`config.mk`:
```
export PLATFORM = sky130hd
export DESIGN_NAME = lcm_front
export DESIGN_NICKNAME = d
export VERILOG_FILES = /design/src/rtl/likelihood_cross_match_unit_defines.svh /design/src/rtl/lcm_pkg.sv /design/src/rtl/lcm_front.sv
export SDC_FILE = /design/constraint.sdc
export NUM_CORES = 1
export LEC_CHECK = 0
export CAP_MARGIN = 20
export CORE_MARGIN = 2
export CORE_UTILIZATION = 46
export DETAILED_ROUTE_END_ITERATION = 8
export DONT_BUFFER_PORTS = 1
export SLEW_MARGIN = 20
export SYNTH_ARGS = -nofsm -noshare
export SYNTH_HDL_FRONTEND = slang
export SYNTH_SLANG_ARGS = --single-unit
```
`constraint.sdc`:
```
create_clock -name clk -period 8.5 [get_ports clk]
set_input_delay 1.7 -clock clk [delete_from_list [all_inputs] [get_ports clk]]
set_output_delay 1.7 -clock clk [all_outputs]
set_load 0.05 [all_outputs]
```
`src/rtl/likelihood_cross_match_unit_defines.svh`:
```
// likelihood_cross_match_unit_defines.svh: assertion macros for the cross match unit
// depends on nothing; the modules that use it declare clk and rst
`ifndef LIKELIHOOD_CROSS_MATCH_UNIT_DEFINES_SVH
`define LIKELIHOOD_CROSS_MATCH_UNIT_DEFINES_SVH
`ifndef SYNTHESIS
// checked property, off while reset is high
`define LCM_ASSERT(lbl, prop) \
  lbl: assert property (@(posedge clk) disable iff (rst) prop) \
    else $error("lcm check failed");
// checked property, also during reset
`define LCM_ASSERT_ALWAYS(lbl, prop) \
  lbl: assert property (@(posedge clk) prop) else $error("lcm check failed");
`else
`define LCM_ASSERT(lbl, prop)
`define LCM_ASSERT_ALWAYS(lbl, prop)
`endif
`endif

```
`src/rtl/lcm_pkg.sv`:
```
// lcm_pkg: shared types, codes and constants of the cross match unit
// depends on nothing
`timescale 1ns / 1ps
package lcm_pkg;
  localparam int MAX_REF_DEF = 1024;
  localparam int MAX_COM_DEF = 1024;

  // command codes
  localparam logic [1:0] CMD_LOAD  = 2'd0;
  localparam logic [1:0] CMD_MATCH = 2'd1;
  localparam logic [1:0] CMD_CLEAR = 2'd2;

  // config register indexes
  localparam logic [2:0] REG_RADIUS   = 3'd0;
  localparam logic [2:0] REG_SWAP     = 3'd1;
  localparam logic [2:0] REG_COM_ERR  = 3'd2;
  localparam logic [2:0] REG_REF_ERR  = 3'd3;
  localparam logic [2:0] REG_COM_RANK = 3'd4;
  localparam logic [2:0] REG_REF_RANK = 3'd5;

  localparam logic [30:0] RADIUS_RESET = 31'd4096;

  // divider widths: dist^2, variance, capped quotient
  localparam int DIVD_W = 63;
  localparam int DIVS_W = 33;
  localparam int QUO_W  = 41;

  localparam logic signed [31:0] SCORE_MAX = 32'sh7FFF_FFFF;
  localparam logic signed [31:0] SCORE_MIN = 32'sh8000_0000;

  typedef struct packed {
    logic [30:0] radius;
    logic        swap_axes;
    logic        use_com_err;
    logic        use_ref_err;
    logic        use_com_rank;
    logic        use_ref_rank;
  } cfg_t;

  typedef struct packed {
    logic [1:0]         cmd;
    logic signed [31:0] pos_x;
    logic signed [31:0] pos_y;
    logic signed [15:0] rank;
    logic [15:0]        err;
    logic [9:0]         obj;
  } item_t;
endpackage

```
`src/rtl/lcm_front.sv`:
```
// lcm_front: accepts command words, drops those without effect, queues the rest
// depends on lcm_pkg
`timescale 1ns / 1ps
module lcm_front #(
  parameter int MAX_COM = lcm_pkg::MAX_COM_DEF
) (
  input  logic          clk,
  input  logic          rst,
  input  logic          push,
  output logic          full,
  input  lcm_pkg::item_t in_item,
  output logic          item_valid,
  output lcm_pkg::item_t item,
  input  logic          item_take
);
  import lcm_pkg::*;

  item_t      q [2];
  logic       wptr, rptr;
  logic [1:0] cnt;
  logic       keep, wr, rd;

  // classify: unknown command and out of range objects leave no trace
  always_comb begin
    case (in_item.cmd)
      CMD_LOAD, CMD_CLEAR: keep = 1'b1;
      CMD_MATCH:           keep = (32'(in_item.obj) < MAX_COM);
      default:             keep = 1'b0;
    endcase
  end

  assign full       = (cnt == 2'd2);
  assign wr         = push && !full && keep;
  assign item_valid = (cnt != 2'd0);
  assign rd         = item_take && item_valid;
  assign item       = q[rptr];

  // two entry queue towards the engine
  always_ff @(posedge clk) begin
    if (wr) q[wptr] <= in_item;
    if (rst) begin
      wptr <= 1'b0;
      rptr <= 1'b0;
      cnt  <= 2'd0;
    end else begin
      if (wr) wptr <= !wptr;
      if (rd) rptr <= !rptr;
      cnt <= cnt + {1'b0, wr} - {1'b0, rd};
    end
  end
endmodule

```
==> results of run 1 <==
==> cells by family (layout without fill, tap and decap cells) <==
kind of cell / count (synthesis) / after routing / share of synthesized area [%]
buffers and inverters: 14 / 48 / 1.140
AO/OA/AOI/OAI: 1 / 1 / 0.09250
flip-flops: 221 / 221 / 81.12
adder cells (fa/ha/maj): 2 / 2 / 0.3082
multiplexers: 109 / 109 / 16.04
XOR/XNOR: 2 / 2 / 0.2158
AND/OR/NAND/NOR: 14 / 14 / 1.079
==> layout make-up <==
type | count | area (sq um) | area share, %
Multi-Input combinational cell | 128 | 1455 | 15.90
Sequential cell | 221 | 6590 | 72.01
Clock inverter | 18 | 203.9 | 2.229
Inverter | 2 | 7.507 | 0.08203
Clock buffer | 23 | 575.6 | 6.289
Tap cell | 225 | 281.5 | 3.076
Timing Repair Buffer | 5 | 37.54 | 0.4102
==> power by group through the flow <==
stage               registers, W  logic, W  clock network (W)
floorplan                0.00143   0.00108                  0
global placement         0.00146   0.00112                  0
detailed placement       0.00147   0.00112                  0
CTS                      0.00144   0.00113            0.00104
global route             0.00145   0.00115            0.00108
finish                   0.00144   0.00111            0.00101
==> registers in the layout (all words and copies together) (netlist names), named ones only <==
name and flops:
cnt 2, wptr 1, rptr 1, q 216
==> worst max-delay path, cell delays in order (launching register included) <==
cell and delay, ns:
dfxtp_4 0.85, buf_4 0.69, mux2_2 0.55
==> metrics by stage <==
step / hold WS [ns] / total power [W] / cells
floorplan: 0.4810 / 0.002510 / 363
global placement: 0.5020 / 0.002580 / 581
detailed placement: 0.5126 / 0.002589 / 581
CTS: 0.5274 / 0.003609 / 622
global route: 0.5879 / 0.003680 / 622
finish: 0.5249 / 0.003557 / 622
==> Yosys cell counts <==
cell        n
nand2_1     1
edfxtp_1  216
nor2b_4     1
dfxtp_1     5
mux2_4     20
xnor2_1     1
nor2b_1     1
buf_6       4
nand3b_4    1
buf_2       8
inv_1       2
nor3_1      1
ha_1        2
or2_2       1
and2_1      1
xor2_1      1
nor2_1      7
mux2_2     89
o21a_1      1
==> metal layers <==
layer  global-route usage (%)  share of wire [%]  vias up
met4                    5.842                3.3        0
met1                    13.68                 33     1631
met3                    6.889                 12       36
met5                        0                  0        -
met2                    23.50                 52      135
li1                         -                  -     1463
==> path summary, 6_finish.rpt <==
check | endpoint | cells past startpoint | slack [ns] | start
worst max-delay path | item[33] | 2 | 4.09 | register
worst min-delay path | register | 2 | 0.52 | rptr$_SDFFE_PP0P_
worst max register to register | cnt[1]$_SDFF_PP0_ | 8 | 6.55 | cnt[1]$_SDFF_PP0_
worst min register to register | register | 2 | 0.52 | rptr$_SDFFE_PP0P_
==> flow_summary.toml, run 1 <==
[sta]
worstMarginPinSlew_ns = 0.7984
fmax_mhz = 226.9
hold_viol = 0
setup_slack_ns = 4.092
grt_setup_unrepaired = "no"
fin_tns_setup_ns = 0
finalClockSkew_ns = 0.007747
finalMaxSlewViolations = 0
finalCritPeriodShare_pct = 51.86
setup_viol = 0
fin_crit_ns = 4.408
slew_headroom_pct = 46.77

[yosys]
synth_cell_types = 19
syn_inst = 363
ys_warn_count = 0
ys_seq_area_share_pct = 81.12
postSynthAreaPerCell_sq_um = 22.37
syn-cell-area_sq_um = 8119
yosysTopAreaCell = "edfxtp_1"
yosys.area.top_type_share_pct = 79.89
netlist_top_cells_area = "edfxtp_1 (80%), mux2_2 (12%), mux2_4 (3.7%)"
ys_ff_latch = 221
syn-num-nets = 477

[die]
die_w_um = 136.9
core_area_sq_um = 17300
pin_count = 222
die_h_um = 136.9
dieArea_sq_um = 18730
placementRows = 48
start_util_pct = 46.94

[clock_network]
tritoncts = "yes"
h-tree-depth = 1
insertion_delay_ns = 0.49
clk_pin_slew_ns = 0.06
cts_root_buf = "clkbuf_16"
numCtsBuffers = 23
postCtsHoldBufs = 0
post_cts.repair.setup_buffers = 0
cts.repair.resized = 0
max-clock-path-buffers = 3
cts.sinks = 221

[pwr]
pwr-share-clk_pct = 28.4
leakagePower_nw = 2.991
comb_power_share_pct = 31.2
swShare_pct = 37.24
intPower_w = 0.002232
powerDensity_nw_per_um2 = 388.7
p_switching_w = 0.001325
ir_drop_v = 0.0002249
pwr-share-seq_pct = 40.4

[cells_and_area]
final_cell_area_sq_um = 9151
final_core_util_pct = 52.91
drive_gt1_share_pct = 39.55
final_common_cell = "edfxtp_1"
fin_nets = 495
diodes = 0
final_cell_mix = "edfxtp_1 (216), mux2_2 (89), clkbuf_16 (23)"
area_growth_pct = 12.71
fillers = 1369

[grt]
grt_use_total_pct = 13.55
antenna_found_initial = 0
grt.overflow.total = 0
grt_max_degree = 58
grt_first_pass_wirelength_mm = 19.19
grt_pass1_vias = 3506

[detailed_routing]
via_per_inst = 5.249
vias = 3265
drc = 0
first_pass_iters = 4
post_drt_wl_per_cell_um = 21.45
final_antenna_net_count = 0
routed_wl_mm = 13.34
drtIter0Drc = 112

[placement]
dp_slack_ns = 4.559
port_buffers = 0
place.gp.congestion = 0.7158
dpl-instance-area_sq_um = 8372
dp_hpwl_mm = 8.541

[worst_setup_path]
critPathMaxFanout = 57
cp-end-kind = "output pin"
path_class = "reg -> out"
critPathRequiredTime_ns = 6.80
worstPathArrival_ns = 2.71
crit_path_start_kind = "register"

[status]
outcome = "complete, no violations"

[hold_path]
hp-class = "reg -> reg"

[flow_run]
max_cap_violations = 0
No activity file was read; power rests on OpenSTA's default activity.
==> run 2, diff against run 1 <==
Clock period 8.5 ns to 4.1 ns, I/O delays scaled along.
==> run 2 against run 1 <==
Setup slack worse by 2.7 ns. Global-route usage fell by 0.16 points. Utilization down 0.065 points. Clock-buffer cell count rose by 2. Flip-flop and latch count did not move. Routed wire length is 1.8% lower.
==> flow_summary.toml, run 2 (synthesis gave the netlist of run 1 again) <==
[detailed_routing]
via_per_inst = 5.185
vias = 3230
drc = 0
first_pass_iters = 4
post_drt_wl_per_cell_um = 21.04
routed_wl_mm = 13.11
drtIter0Drc = 143
final_antenna_net_count = 0

[worst_setup_path]
reg2reg_from = "cnt[1]$_SDFF_PP0_"
rr_worst_depth = 8
r2r-end = "cnt[1]$_SDFF_PP0_"
critPathMaxFanout = 108
crit_path_start_kind = "register"
path_class = "reg -> out"
critPathRequiredTime_ns = 3.28
cp-end-kind = "output pin"
rrSetupSlack_ns = 2.14
worstPathArrival_ns = 1.92

[cells_and_area]
reg_top3 = "q (216), cnt (2)"
area_growth_pct = 12.58
final_common_cell = "edfxtp_1"
largest_reg_flops = 216
final_core_util_pct = 52.84
largest_register = "q"
fin_nets = 495
final_cell_mix = "edfxtp_1 (216), mux2_2 (89), clkbuf_16 (23)"
final_cell_area_sq_um = 9140
diodes = 0
drive_gt1_share_pct = 38.69

[clock_network]
postCtsHoldBufs = 0
cts.repair.resized = 0
h-tree-depth = 1
clk_pin_slew_ns = 0.06
max-clock-path-buffers = 3
tritoncts = "yes"
cts.sinks = 221
insertion_delay_ns = 0.49
cts_root_buf = "clkbuf_16"
numCtsBuffers = 23
post_cts.repair.setup_buffers = 0

[sta]
grt_setup_unrepaired = "no"
hold_viol = 0
slew_headroom_pct = 55.26
fmax_mhz = 364.9
setup_viol = 0
setup_slack_ns = 1.360
finalMaxSlewViolations = 0
worstMarginPinSlew_ns = 0.6711
fin_crit_ns = 2.741
finalClockSkew_ns = 0.006200
finalCritPeriodShare_pct = 66.84

[pwr]
powerDensity_nw_per_um2 = 793.5
power_w = 0.007252
intPower_w = 0.004524
p_switching_w = 0.002728
leakagePower_nw = 2.971
swShare_pct = 37.62
pwr-share-clk_pct = 26.9
comb_power_share_pct = 33.2
ir_drop_v = 0.0004326
pwr-share-seq_pct = 39.8

[placement]
port_buffers = 0
dp_hpwl_mm = 8.373
dp_slack_ns = 1.861
place.gp.congestion = 0.7254
dpl-instance-area_sq_um = 8409

[status]
outcome = "complete, no violations"

[grt]
grt_pass1_vias = 3520
grt_use_total_pct = 13.39
antenna_found_initial = 0
grt_first_pass_wirelength_mm = 18.89
grt.overflow.total = 0
grt_max_degree = 109

[hold_path]
holdPathStages = 1
hp-start = "rst"
hp-class = "in -> reg"

[die]
core_area_sq_um = 17300
placementRows = 48
die_w_um = 136.9
pin_count = 222
start_util_pct = 46.94
die_h_um = 136.9
dieArea_sq_um = 18730

[flow_run]
max_cap_violations = 0
==> run 2: worst max path at each step <==
stage | startpoint | end | slack [ns] | cells after the start
6_report | register | item[30] | 1.36 | 2
5_1_grt | register | item[30] | 1.27 | 2
4_1_cts | register | item[30] | 1.33 | 2
3_5_place_dp | register | item[30] | 1.86 | 2
3_3_place_gp | register | item[30] | 1.87 | 2
2_1_floorplan | in_item[106] | q[0][0]$_DFFE_PP_ | -0.16 | 3
==> run 2: final cells by class <==
cell class	count	area, sq um
fill	1368	8157
sequential	221	6590
multi-input combinational	128	1455
clock buffer	25	583.1
tap	225	281.5
clock inverter	17	147.6
timing repair buffer	5	75.07
inverter	2	7.507
==> run 2: power by group through the flow <==
| stage | Clock (W) | Combinational (W) | Sequential (W) |
|---|---|---|---|
| 2_1_floorplan | 0 | 0.00225 | 0.00293 |
| 3_3_place_gp | 0 | 0.00243 | 0.00293 |
| 3_5_place_dp | 0 | 0.00244 | 0.00294 |
| 4_1_cts | 0.00201 | 0.00245 | 0.00289 |
| 5_1_grt | 0.00211 | 0.00250 | 0.00291 |
| 6_report | 0.00195 | 0.00241 | 0.00289 |
==> run 2: per-layer routing <==
layer	global-route usage, %	vias to the layer above	part of all wire [%]
met5	0	-	0
met4	4.009	0	2.0
met3	8.037	21	14
met2	23.25	143	52
met1	13.44	1599	33
li1	-	1467	-
==> run 2: worst max-delay path, stage by stage, from the launching register on <==
cell     delay, ns
dfxtp_4       0.35
buf_12        0.47
mux2_2        0.55
==> run 2: metrics by stage <==
stage	cells	hold WS [ns]	TNS (ns)
5_1_grt	623	0.3614	0
4_1_cts	623	0.3642	0
6_report	623	0.3924	0
3_3_place_gp	581	0.4970	0
2_1_floorplan	363	0.4810	-35.19
3_5_place_dp	581	0.5349	0
